### src/expiring_entry_table_macros.svh
// assertion macros for the expiring entry table
// used by the top level, expects clk_i and rst_ni in scope
`ifndef EXPIRING_ENTRY_TABLE_MACROS_SVH
`define EXPIRING_ENTRY_TABLE_MACROS_SVH

// condition holds at every clock edge out of reset
`define EET_ASSERT(label, cond) \
  label: assert property (@(posedge clk_i) disable iff (!rst_ni) (cond)) \
    else $error("expiring_entry_table check failed");

// consequent holds in the cycle after the antecedent
`define EET_ASSERT_NEXT(label, ante, cons) \
  label: assert property (@(posedge clk_i) disable iff (!rst_ni) (ante) |=> (cons)) \
    else $error("expiring_entry_table check failed");

`endif

### src/eet_pkg.sv
// shared types and constants of the expiring entry table
// no dependencies
package eet_pkg;

  localparam int unsigned MaxEntriesDef = 64;
  localparam int unsigned TagBitsDef    = 32;

  localparam int unsigned OpW    = 2;
  localparam int unsigned PayW   = 32;
  localparam int unsigned LifeW  = 31;
  localparam int unsigned IdxW   = 6;
  localparam int unsigned CntOutW = 7;
  localparam int unsigned InDataW  = 104;
  localparam int unsigned OutDataW = 80;

  typedef enum logic [OpW-1:0] {
    OP_INSERT = 2'd0,
    OP_TICK   = 2'd1,
    OP_READ   = 2'd2,
    OP_NOP    = 2'd3
  } op_e;

  typedef enum logic [2:0] {
    S_IDLE,
    S_INSERT,
    S_READ,
    S_READ_WAIT,
    S_TICK_START,
    S_TICK_EVAL,
    S_DONE
  } state_e;

  typedef struct packed {
    logic load;
    logic insert;
    logic tick_init;
    logic read_issue;
    logic read_capture;
    logic keep;
    logic drop;
    logic emit;
  } ctrl_t;

  typedef struct packed {
    logic empty;
    logic full;
    logic expire;
    logic at_tail;
    logic out_free;
  } stat_t;

endpackage

### src/eet_ram.sv
// generic single write port ram with registered read
// no dependencies
module eet_ram #(
  parameter int unsigned WIDTH = 8,
  parameter int unsigned DEPTH = 64
) (
  input  logic                     clk_i,
  input  logic                     we_i,
  input  logic [$clog2(DEPTH)-1:0] waddr_i,
  input  logic [WIDTH-1:0]         wdata_i,
  input  logic [$clog2(DEPTH)-1:0] raddr_i,
  output logic [WIDTH-1:0]         rdata_o
);

  logic [WIDTH-1:0] mem [DEPTH];
  logic [WIDTH-1:0] rdata_q;

  always_ff @(posedge clk_i) begin
    if (we_i) begin
      mem[waddr_i] <= wdata_i;
    end
    rdata_q <= mem[raddr_i];
  end

  assign rdata_o = rdata_q;

endmodule

### src/eet_dp.sv
// datapath of the expiring entry table: item registers, count, scan pointer,
// entry ram and result register; depends on eet_pkg and eet_ram
module eet_dp import eet_pkg::*; #(
  parameter int unsigned MAX_ENTRIES = MaxEntriesDef,
  parameter int unsigned TAG_BITS    = TagBitsDef
) (
  input  logic                clk_i,
  input  logic                rst_ni,
  input  ctrl_t               ctrl_i,
  output stat_t               stat_o,
  input  logic [InDataW-1:0]  in_data_i,
  output logic                out_valid_o,
  input  logic                out_ready_i,
  output logic [OutDataW-1:0] out_data_o
);

  localparam int unsigned CW   = $clog2(MAX_ENTRIES + 1);
  localparam int unsigned AW   = $clog2(MAX_ENTRIES);
  localparam int unsigned DW   = TAG_BITS + LifeW;
  localparam int unsigned CMPW = (CW > IdxW) ? CW : IdxW + 1;

  logic [PayW-1:0]  pay_q;
  logic [LifeW-1:0] life_q;
  logic [LifeW-1:0] elap_q;
  logic [IdxW-1:0]  idx_q;

  logic [CW-1:0]    count_q, count_d;
  logic [AW-1:0]    ptr_q, ptr_d;
  logic [CW-1:0]    removed_q, removed_d;
  logic             ovf_q, ovf_d;
  logic             rd_valid_q, rd_valid_d;
  logic [PayW-1:0]  rd_tag_q, rd_tag_d;
  logic [LifeW-1:0] rd_life_q, rd_life_d;

  logic                out_valid_q, out_valid_d;
  logic [OutDataW-1:0] out_data_q, out_data_d;

  logic             we;
  logic [AW-1:0]    waddr, raddr;
  logic [DW-1:0]    wdata, rdata;
  logic [TAG_BITS-1:0] r_tag;
  logic [LifeW-1:0] r_life;
  logic [CMPW-1:0]  idx_w, count_w;
  logic             rd_ok;
  logic [CW-1:0]    count_m1;

  assign r_tag    = rdata[DW-1:LifeW];
  assign r_life   = rdata[LifeW-1:0];
  assign idx_w    = CMPW'(idx_q);
  assign count_w  = CMPW'(count_q);
  assign rd_ok    = idx_w < count_w;
  assign count_m1 = count_q - CW'(1);

  assign stat_o.empty    = (count_q == '0);
  assign stat_o.full     = (count_q == CW'(MAX_ENTRIES));
  assign stat_o.expire   = (r_life < elap_q);
  assign stat_o.at_tail  = (CW'(ptr_q) == count_m1);
  assign stat_o.out_free = !out_valid_q || out_ready_i;

  // item registers
  always_ff @(posedge clk_i) begin
    if (ctrl_i.load) begin
      pay_q  <= in_data_i[31:0];
      life_q <= in_data_i[62:32];
      elap_q <= in_data_i[93:63];
      idx_q  <= in_data_i[99:94];
    end
  end

  // ram port selection
  always_comb begin
    we    = 1'b0;
    waddr = ptr_q;
    wdata = {r_tag, r_life - elap_q};
    raddr = ptr_q;
    if (ctrl_i.insert && !stat_o.full) begin
      we    = 1'b1;
      waddr = count_q[AW-1:0];
      wdata = {TAG_BITS'(pay_q), life_q};
    end
    if (ctrl_i.keep) begin
      we = 1'b1;
    end
    if (ctrl_i.tick_init) begin
      raddr = '0;
    end else if (ctrl_i.read_issue) begin
      raddr = idx_w[AW-1:0];
    end else if (ctrl_i.keep) begin
      raddr = ptr_q + AW'(1);
    end else if (ctrl_i.drop) begin
      raddr = count_m1[AW-1:0];
    end
  end

  eet_ram #(
    .WIDTH (DW),
    .DEPTH (MAX_ENTRIES)
  ) u_ram (
    .clk_i   (clk_i),
    .we_i    (we),
    .waddr_i (waddr),
    .wdata_i (wdata),
    .raddr_i (raddr),
    .rdata_o (rdata)
  );

  always_comb begin
    count_d    = count_q;
    ptr_d      = ptr_q;
    removed_d  = removed_q;
    ovf_d      = ovf_q;
    rd_valid_d = rd_valid_q;
    rd_tag_d   = rd_tag_q;
    rd_life_d  = rd_life_q;
    if (ctrl_i.load) begin
      removed_d  = '0;
      ovf_d      = 1'b0;
      rd_valid_d = 1'b0;
      rd_tag_d   = '0;
      rd_life_d  = '0;
    end
    if (ctrl_i.insert) begin
      if (stat_o.full) begin
        ovf_d = 1'b1;
      end else begin
        count_d = count_q + CW'(1);
      end
    end
    if (ctrl_i.tick_init) begin
      ptr_d = '0;
    end
    if (ctrl_i.keep) begin
      ptr_d = ptr_q + AW'(1);
    end
    if (ctrl_i.drop) begin
      count_d   = count_m1;
      removed_d = removed_q + CW'(1);
    end
    if (ctrl_i.read_capture && rd_ok) begin
      rd_valid_d = 1'b1;
      rd_tag_d   = PayW'(r_tag);
      rd_life_d  = r_life;
    end
  end

  // result register
  always_comb begin
    out_valid_d = out_valid_q;
    out_data_d  = out_data_q;
    if (out_ready_i) begin
      out_valid_d = 1'b0;
    end
    if (ctrl_i.emit) begin
      out_valid_d = 1'b1;
      out_data_d  = {1'b0, rd_life_q, rd_tag_q, rd_valid_q, ovf_q,
                     CntOutW'(removed_q), CntOutW'(count_q)};
    end
  end

  always_ff @(posedge clk_i or negedge rst_ni) begin
    if (!rst_ni) begin
      count_q     <= '0;
      ptr_q       <= '0;
      removed_q   <= '0;
      ovf_q       <= 1'b0;
      rd_valid_q  <= 1'b0;
      out_valid_q <= 1'b0;
    end else begin
      count_q     <= count_d;
      ptr_q       <= ptr_d;
      removed_q   <= removed_d;
      ovf_q       <= ovf_d;
      rd_valid_q  <= rd_valid_d;
      out_valid_q <= out_valid_d;
    end
  end

  always_ff @(posedge clk_i) begin
    rd_tag_q   <= rd_tag_d;
    rd_life_q  <= rd_life_d;
    out_data_q <= out_data_d;
  end

  assign out_valid_o = out_valid_q;
  assign out_data_o  = out_data_q;

endmodule

### src/eet_ctrl.sv
// control state machine of the expiring entry table
// depends on eet_pkg
module eet_ctrl import eet_pkg::*; (
  input  logic           clk_i,
  input  logic           rst_ni,
  input  logic           in_valid_i,
  output logic           in_ready_o,
  input  logic [OpW-1:0] in_op_i,
  input  stat_t          stat_i,
  output ctrl_t          ctrl_o,
  output state_e         state_o
);

  state_e state_q, state_d;
  op_e    op;

  assign op = op_e'(in_op_i);

  always_ff @(posedge clk_i or negedge rst_ni) begin
    if (!rst_ni) begin
      state_q <= S_IDLE;
    end else begin
      state_q <= state_d;
    end
  end

  always_comb begin
    state_d    = state_q;
    ctrl_o     = '0;
    in_ready_o = 1'b0;
    case (state_q)
      S_IDLE: begin
        in_ready_o = 1'b1;
        if (in_valid_i) begin
          ctrl_o.load = 1'b1;
          case (op)
            OP_INSERT: state_d = S_INSERT;
            OP_TICK:   state_d = S_TICK_START;
            OP_READ:   state_d = S_READ;
            default:   state_d = S_DONE;
          endcase
        end
      end
      S_INSERT: begin
        ctrl_o.insert = 1'b1;
        state_d       = S_DONE;
      end
      S_READ: begin
        ctrl_o.read_issue = 1'b1;
        state_d           = S_READ_WAIT;
      end
      S_READ_WAIT: begin
        ctrl_o.read_capture = 1'b1;
        state_d             = S_DONE;
      end
      S_TICK_START: begin
        ctrl_o.tick_init = 1'b1;
        state_d          = stat_i.empty ? S_DONE : S_TICK_EVAL;
      end
      S_TICK_EVAL: begin
        if (stat_i.expire) begin
          ctrl_o.drop = 1'b1;
        end else begin
          ctrl_o.keep = 1'b1;
        end
        if (stat_i.at_tail) begin
          state_d = S_DONE;
        end
      end
      S_DONE: begin
        if (stat_i.out_free) begin
          ctrl_o.emit = 1'b1;
          state_d     = S_IDLE;
        end
      end
      default: begin
        state_d = S_IDLE;
      end
    endcase
  end

  assign state_o = state_q;

endmodule

### src/expiring_entry_table.sv
// expiring entry table top level: controller, datapath and entry ram
// insert runs S_INSERT, read S_READ and S_READ_WAIT, tick S_TICK_START and S_TICK_EVAL
// a tick examines the live slots in turn (kept or removed) on the single ram read port
// one transaction in flight; the next is taken the cycle after the result is registered
// reset clears the live count, controller and output valid; entry contents are not cleared
`include "expiring_entry_table_macros.svh"

module expiring_entry_table import eet_pkg::*; #(
  parameter int unsigned MAX_ENTRIES = MaxEntriesDef,
  parameter int unsigned TAG_BITS    = TagBitsDef
) (
  input  logic                clk_i,
  input  logic                rst_ni,
  input  logic                s_axis_tvalid,
  output logic                s_axis_tready,
  // payload[31:0], lifetime[62:32], elapsed[93:63], index[99:94], zero fill
  input  logic [InDataW-1:0]  s_axis_tdata,
  // command[1:0]
  input  logic [OpW-1:0]      s_axis_tuser,
  output logic                m_axis_tvalid,
  input  logic                m_axis_tready,
  // live_count[6:0], removed[13:7], overflow[14], read_valid[15],
  // read_payload[47:16], read_lifetime[78:48], zero fill
  output logic [OutDataW-1:0] m_axis_tdata
);

  ctrl_t  ctrl;
  stat_t  stat;
  state_e state;

  eet_ctrl u_ctrl (
    .clk_i      (clk_i),
    .rst_ni     (rst_ni),
    .in_valid_i (s_axis_tvalid),
    .in_ready_o (s_axis_tready),
    .in_op_i    (s_axis_tuser),
    .stat_i     (stat),
    .ctrl_o     (ctrl),
    .state_o    (state)
  );

  eet_dp #(
    .MAX_ENTRIES (MAX_ENTRIES),
    .TAG_BITS    (TAG_BITS)
  ) u_dp (
    .clk_i       (clk_i),
    .rst_ni      (rst_ni),
    .ctrl_i      (ctrl),
    .stat_o      (stat),
    .in_data_i   (s_axis_tdata),
    .out_valid_o (m_axis_tvalid),
    .out_ready_i (m_axis_tready),
    .out_data_o  (m_axis_tdata)
  );

  `EET_ASSERT(a_one_ram_op, $onehot0({ctrl.insert, ctrl.keep, ctrl.drop, ctrl.read_issue, ctrl.tick_init}))
  `EET_ASSERT_NEXT(a_full_insert_holds, ctrl.insert && stat.full, stat.full)
  `EET_ASSERT_NEXT(a_emit_to_idle, ctrl.emit, state == S_IDLE && m_axis_tvalid)
  `EET_ASSERT(a_scan_not_empty, !(state == S_TICK_EVAL && stat.empty))

endmodule
### config.mk
export PLATFORM = sky130hd
export DESIGN_NAME = expiring_entry_table
export DESIGN_NICKNAME = d
export VERILOG_FILES = /design/src/eet_pkg.sv /design/src/eet_ram.sv /design/src/eet_dp.sv /design/src/eet_ctrl.sv /design/src/expiring_entry_table.sv
export VERILOG_INCLUDE_DIRS = /design/src /design/src/src
export SDC_FILE = /design/constraint.sdc
export NUM_CORES = 2
export LEC_CHECK = 0
export ABC_AREA = 0
export BUFFER_PORTS_ARGS = -buffer_cell sky130_fd_sc_hd__buf_4
export CORE_MARGIN = 2
export CORE_UTILIZATION = 60
export DETAILED_ROUTE_END_ITERATION = 10
export PLACE_DENSITY_LB_ADDON = 0.08
export SLEW_MARGIN = 20
export SYNTH_ARGS = -nofsm -noshare
export SYNTH_HDL_FRONTEND = slang
export SYNTH_SLANG_ARGS = --single-unit
### constraint.sdc
create_clock -name clk_i -period 8.9 [get_ports clk_i]
set_input_delay 1.335 -clock clk_i [delete_from_list [all_inputs] [get_ports clk_i]]
set_output_delay 1.335 -clock clk_i [all_outputs]
set_load 0.01 [all_outputs]
==> impl_metrics.toml <==
[timing]
rsz0062_at_grt = "false"
whs_ps = 301
setup_viol = 0
hold_violations = 0
maxSlewViolCount = 0
period_share_pct = 81.3
fmax_mhz = 138
slew_headroom_pct = 19.3
skew_ps = 59.3
finalSetupTns_ps = 0
worst_pin_slew_ps = 1210
fin_crit_ps = 7240

[global_routing]
antenna_found_initial = 27
grt_pass1_wl_mm = 722
first_global_vias = 94800
grt.total_usage_pct = 36.1
grt-ovfl-total = 0
grt_max_degree = 150

[pwr]
powerDensity_nw_per_um2 = 211
power.leakage_nw = 65.7
total_power_mw = 40.5
ir_drop_mv = 0.168

[yosys]
synth_seq_area_share_pct = 76.4
synth_most_common_cell = "edfxtp_1"
synth_top_area_share_pct = 75.3
ys_ff_latch = 4363
synthSimpleGateAreaFrac_pct = 6.59
synthArstFlopShare_pct = 0.596
synthXorXnorAreaFrac_pct = 0.211
synth_area_leaders = "edfxtp_1 75%, mux2i_1 7.1%, nand2_1 4.1%, mux4_2 1.4%, a21oi_1 1.2%"
syn_area_sq_um = 170000
yosys_warnings = 0
synth_cell_types = 87
synth_cells = 10500
syn_nets = 10700
synth_top_family_by_area = "multiplexers"
synth-adder-area-share_pct = 0.313
synth_compound_area_share_pct = 5.74
ys_top_cells_by_count = "4274 x edfxtp_1, 1842 x nand2_1, 1207 x mux2i_1, 395 x a21oi_1, 301 x clkbuf_1"
ys.flop_type = "edfxtp_1"
synth_edf_count = 4274
syn_area_per_cell_sq_um = 16.2
synth_top_cell_by_area = "edfxtp_1"
muxShareOfSynthArea_pct = 8.89

[placed_design]
portBuffers = 186
place.gp.congestion = 0.873
hpwl_mm = 275

[routing]
via_count = 102000
vias_per_cell = 6.80
drt-initial-drc-count = 16800
drc = 0
drt_pass1_iterations = 8
wl_mm = 529
ant_nets = 0
wl_per_cell_um = 35.3

[setup_path]
critPathRequiredTime_ps = 9640
start_kind = "flop"
endpoint_kind = "flop"
crit_slowest_cell = "o311ai_4"
critPathMaxFanout = 27
path_class = "flop to flop"
timing.critical_path.mode_cell = "a21oi_1"
slowest_delay_ps = 950
rr_worst_depth = 14
cp.arrival_ps = 7980
cp_cell_sequence = "inv_1 > ha_1 > o21ai_0 > a21oi_1 > o211a_1 > o211a_2 > nor2_4 > o311ai_4 > nand4_4 > buf_4 > o22ai_1 > or4_1 > a21oi_1 > a311oi_1"

[hold_path]
hold_class = "primary input to async pin"

[clocking]
cts_hold_buffers = 0
cts.sinks = 4363
h-tree-depth = 5
clk_pin_slew_ps = 60
ctsLongestPathBuffers = 4
cts_tree = "done"
clk_latency_ps = 990
cts_inserted_buffers = 431
post-cts-setup-buffers = 0
post_cts_resized = 0
ctsRootBufferMaster = "clkbuf_16"

[floorplan]
initial_utilization_pct = 60.3
dieArea_sq_um = 288000
die_x_um = 537
core_sq_um = 283000
ioPinCount = 192
die_h_um = 537
rows = 195

[job]
maxCapViolCount = 0

[cells_and_area]
area_growth_syn_to_layout_pct = 13.0
drive_above_1_share_pct = 13.0
nNetsFinal = 11000

[outcome]
status = "finished, final reports clean"
## area by class of cell
cell class / count / area, sq um
Inverter: 57 / 219
Clock inverter: 244 / 2660
Clock buffer: 558 / 11600
Multi-Input combinational cell: 5496 / 38200
Antenna cell: 18 / 45.0
Timing Repair Buffer: 510 / 4950
Tap cell: 3743 / 4680
Sequential cell: 4363 / 130000
Fill cell: 18600 / 90000
## flip-flops by register name (all words and copies together) (netlist names)
signal	cells
u_dp.u_ram.mem	4032
u_dp.out_data_o	79
u_dp.u_ram.rdata_o	63
u_dp.pay_q	32
u_dp.rd_tag_q	32
u_dp.elap_q	31
u_dp.life_q	31
u_dp.rd_life_q	31
u_dp.count_q	7
u_dp.removed_q	7
u_dp.idx_q	6
u_dp.ptr_q	6
u_ctrl.state_o	3
u_dp.out_valid_o	1
u_dp.ovf_q	1
u_dp.rd_valid_q	1
## report_power, final
part / total, mW / leakage, nW / internal (mW) / switching (mW)
Sequential: 22.2 / 38.9 / 22.2 / 0.0000000000000000290
Combinational: 0.0470 / 19.9 / 0.0293 / 0.0177
Clock: 18.3 / 6.93 / 10.5 / 7.75
Total: 40.5 / 65.7 / 32.8 / 7.77
## worst max-delay path, delay by kind of cell, from the launching register on
kind / cells / cell delay, ps
adder cells (fa/ha/maj): 1 / 510
AO/OA/AOI/OAI: 8 / 4200
flip-flops: 1 / 330
buffers and inverters: 2 / 680
AND/OR/NAND/NOR: 3 / 1190
## cells by family after synthesis
group                    after synthesis
buffers and inverters                682
adder cells (fa/ha/maj)               42
multiplexers                        1373
other                                  1
AO/OA/AOI/OAI                       1410
AND/OR/NAND/NOR                     2629
flip-flops                          4363
XOR/XNOR                              41
## stage by stage
stage | util, % | instances | instance area [sq um] | worst slack, ps
after floorplan | - | 10500 | 170000 | 1540
after global placement | 63.0 | 14200 | 178000 | 2080
after detailed placement | 63.1 | 14200 | 178000 | 2090
after CTS | 68.1 | 15000 | 192000 | 2050
after global routing | 68.1 | 15000 | 193000 | 1740
final | 68.2 | 15000 | 193000 | 1660
## cells in the final DEF (no fill, tap or decap), types with 41 or more instances in the layout
master | synthesis | final
edfxtp_1 | 4274 | 4274
buf_12 | 0 | 76
mux2_2 | 58 | 57
nand4_1 | 47 | 47
a31oi_1 | 117 | 117
o22ai_1 | 133 | 133
nor4_1 | 71 | 71
nand2_1 | 1842 | 1833
inv_1 | 57 | 56
mux2i_1 | 1207 | 1207
or4_1 | 42 | 42
o21ai_0 | 95 | 80
a32oi_1 | 163 | 163
a21oi_1 | 395 | 382
ha_1 | 41 | 41
o22a_1 | 41 | 41
and3_1 | 91 | 90
dfxtp_1 | 63 | 63
and2_1 | 63 | 62
clkinv_1 | 0 | 73
clkinv_2 | 0 | 78
a22oi_1 | 59 | 59
buf_4 | 64 | 424
mux4_2 | 107 | 107
nand3_1 | 267 | 265
nor2_4 | 1 | 72
bufinv_16 | 0 | 47
clkbuf_1 | 301 | 101
a2111oi_0 | 55 | 55
o221ai_1 | 44 | 44
a311oi_1 | 63 | 63
clkbuf_16 | 0 | 434
nor2_1 | 131 | 61
## per-layer routing
layer	track usage [%]	vias up	routed length (um)
met4	15.4	12	25100
met5	0	-	71
met1	50.8	51600	194000
met3	8.37	1303	69800
met2	54.8	7353	239000
li1	-	41600	-
## path summary, 6_finish.rpt
path,startpoint,to,slack [ps]
min in group clk_i,u_dp.rd_tag_q[19],u_dp.out_data_o[35],370
setup / recovery,u_dp.elap_q[3],u_dp.u_ram.rdata_o[3],1660
max in group asynchronous,rst_ni,u_dp.ptr_q[5],8300
hold / removal,rst_ni,u_dp.count_q[5],300
hold reg to reg,u_dp.rd_tag_q[19],u_dp.out_data_o[35],370
setup reg to reg,u_dp.elap_q[3],u_dp.u_ram.rdata_o[3],1660
Note: power is estimated with default switching activity, not from simulation.
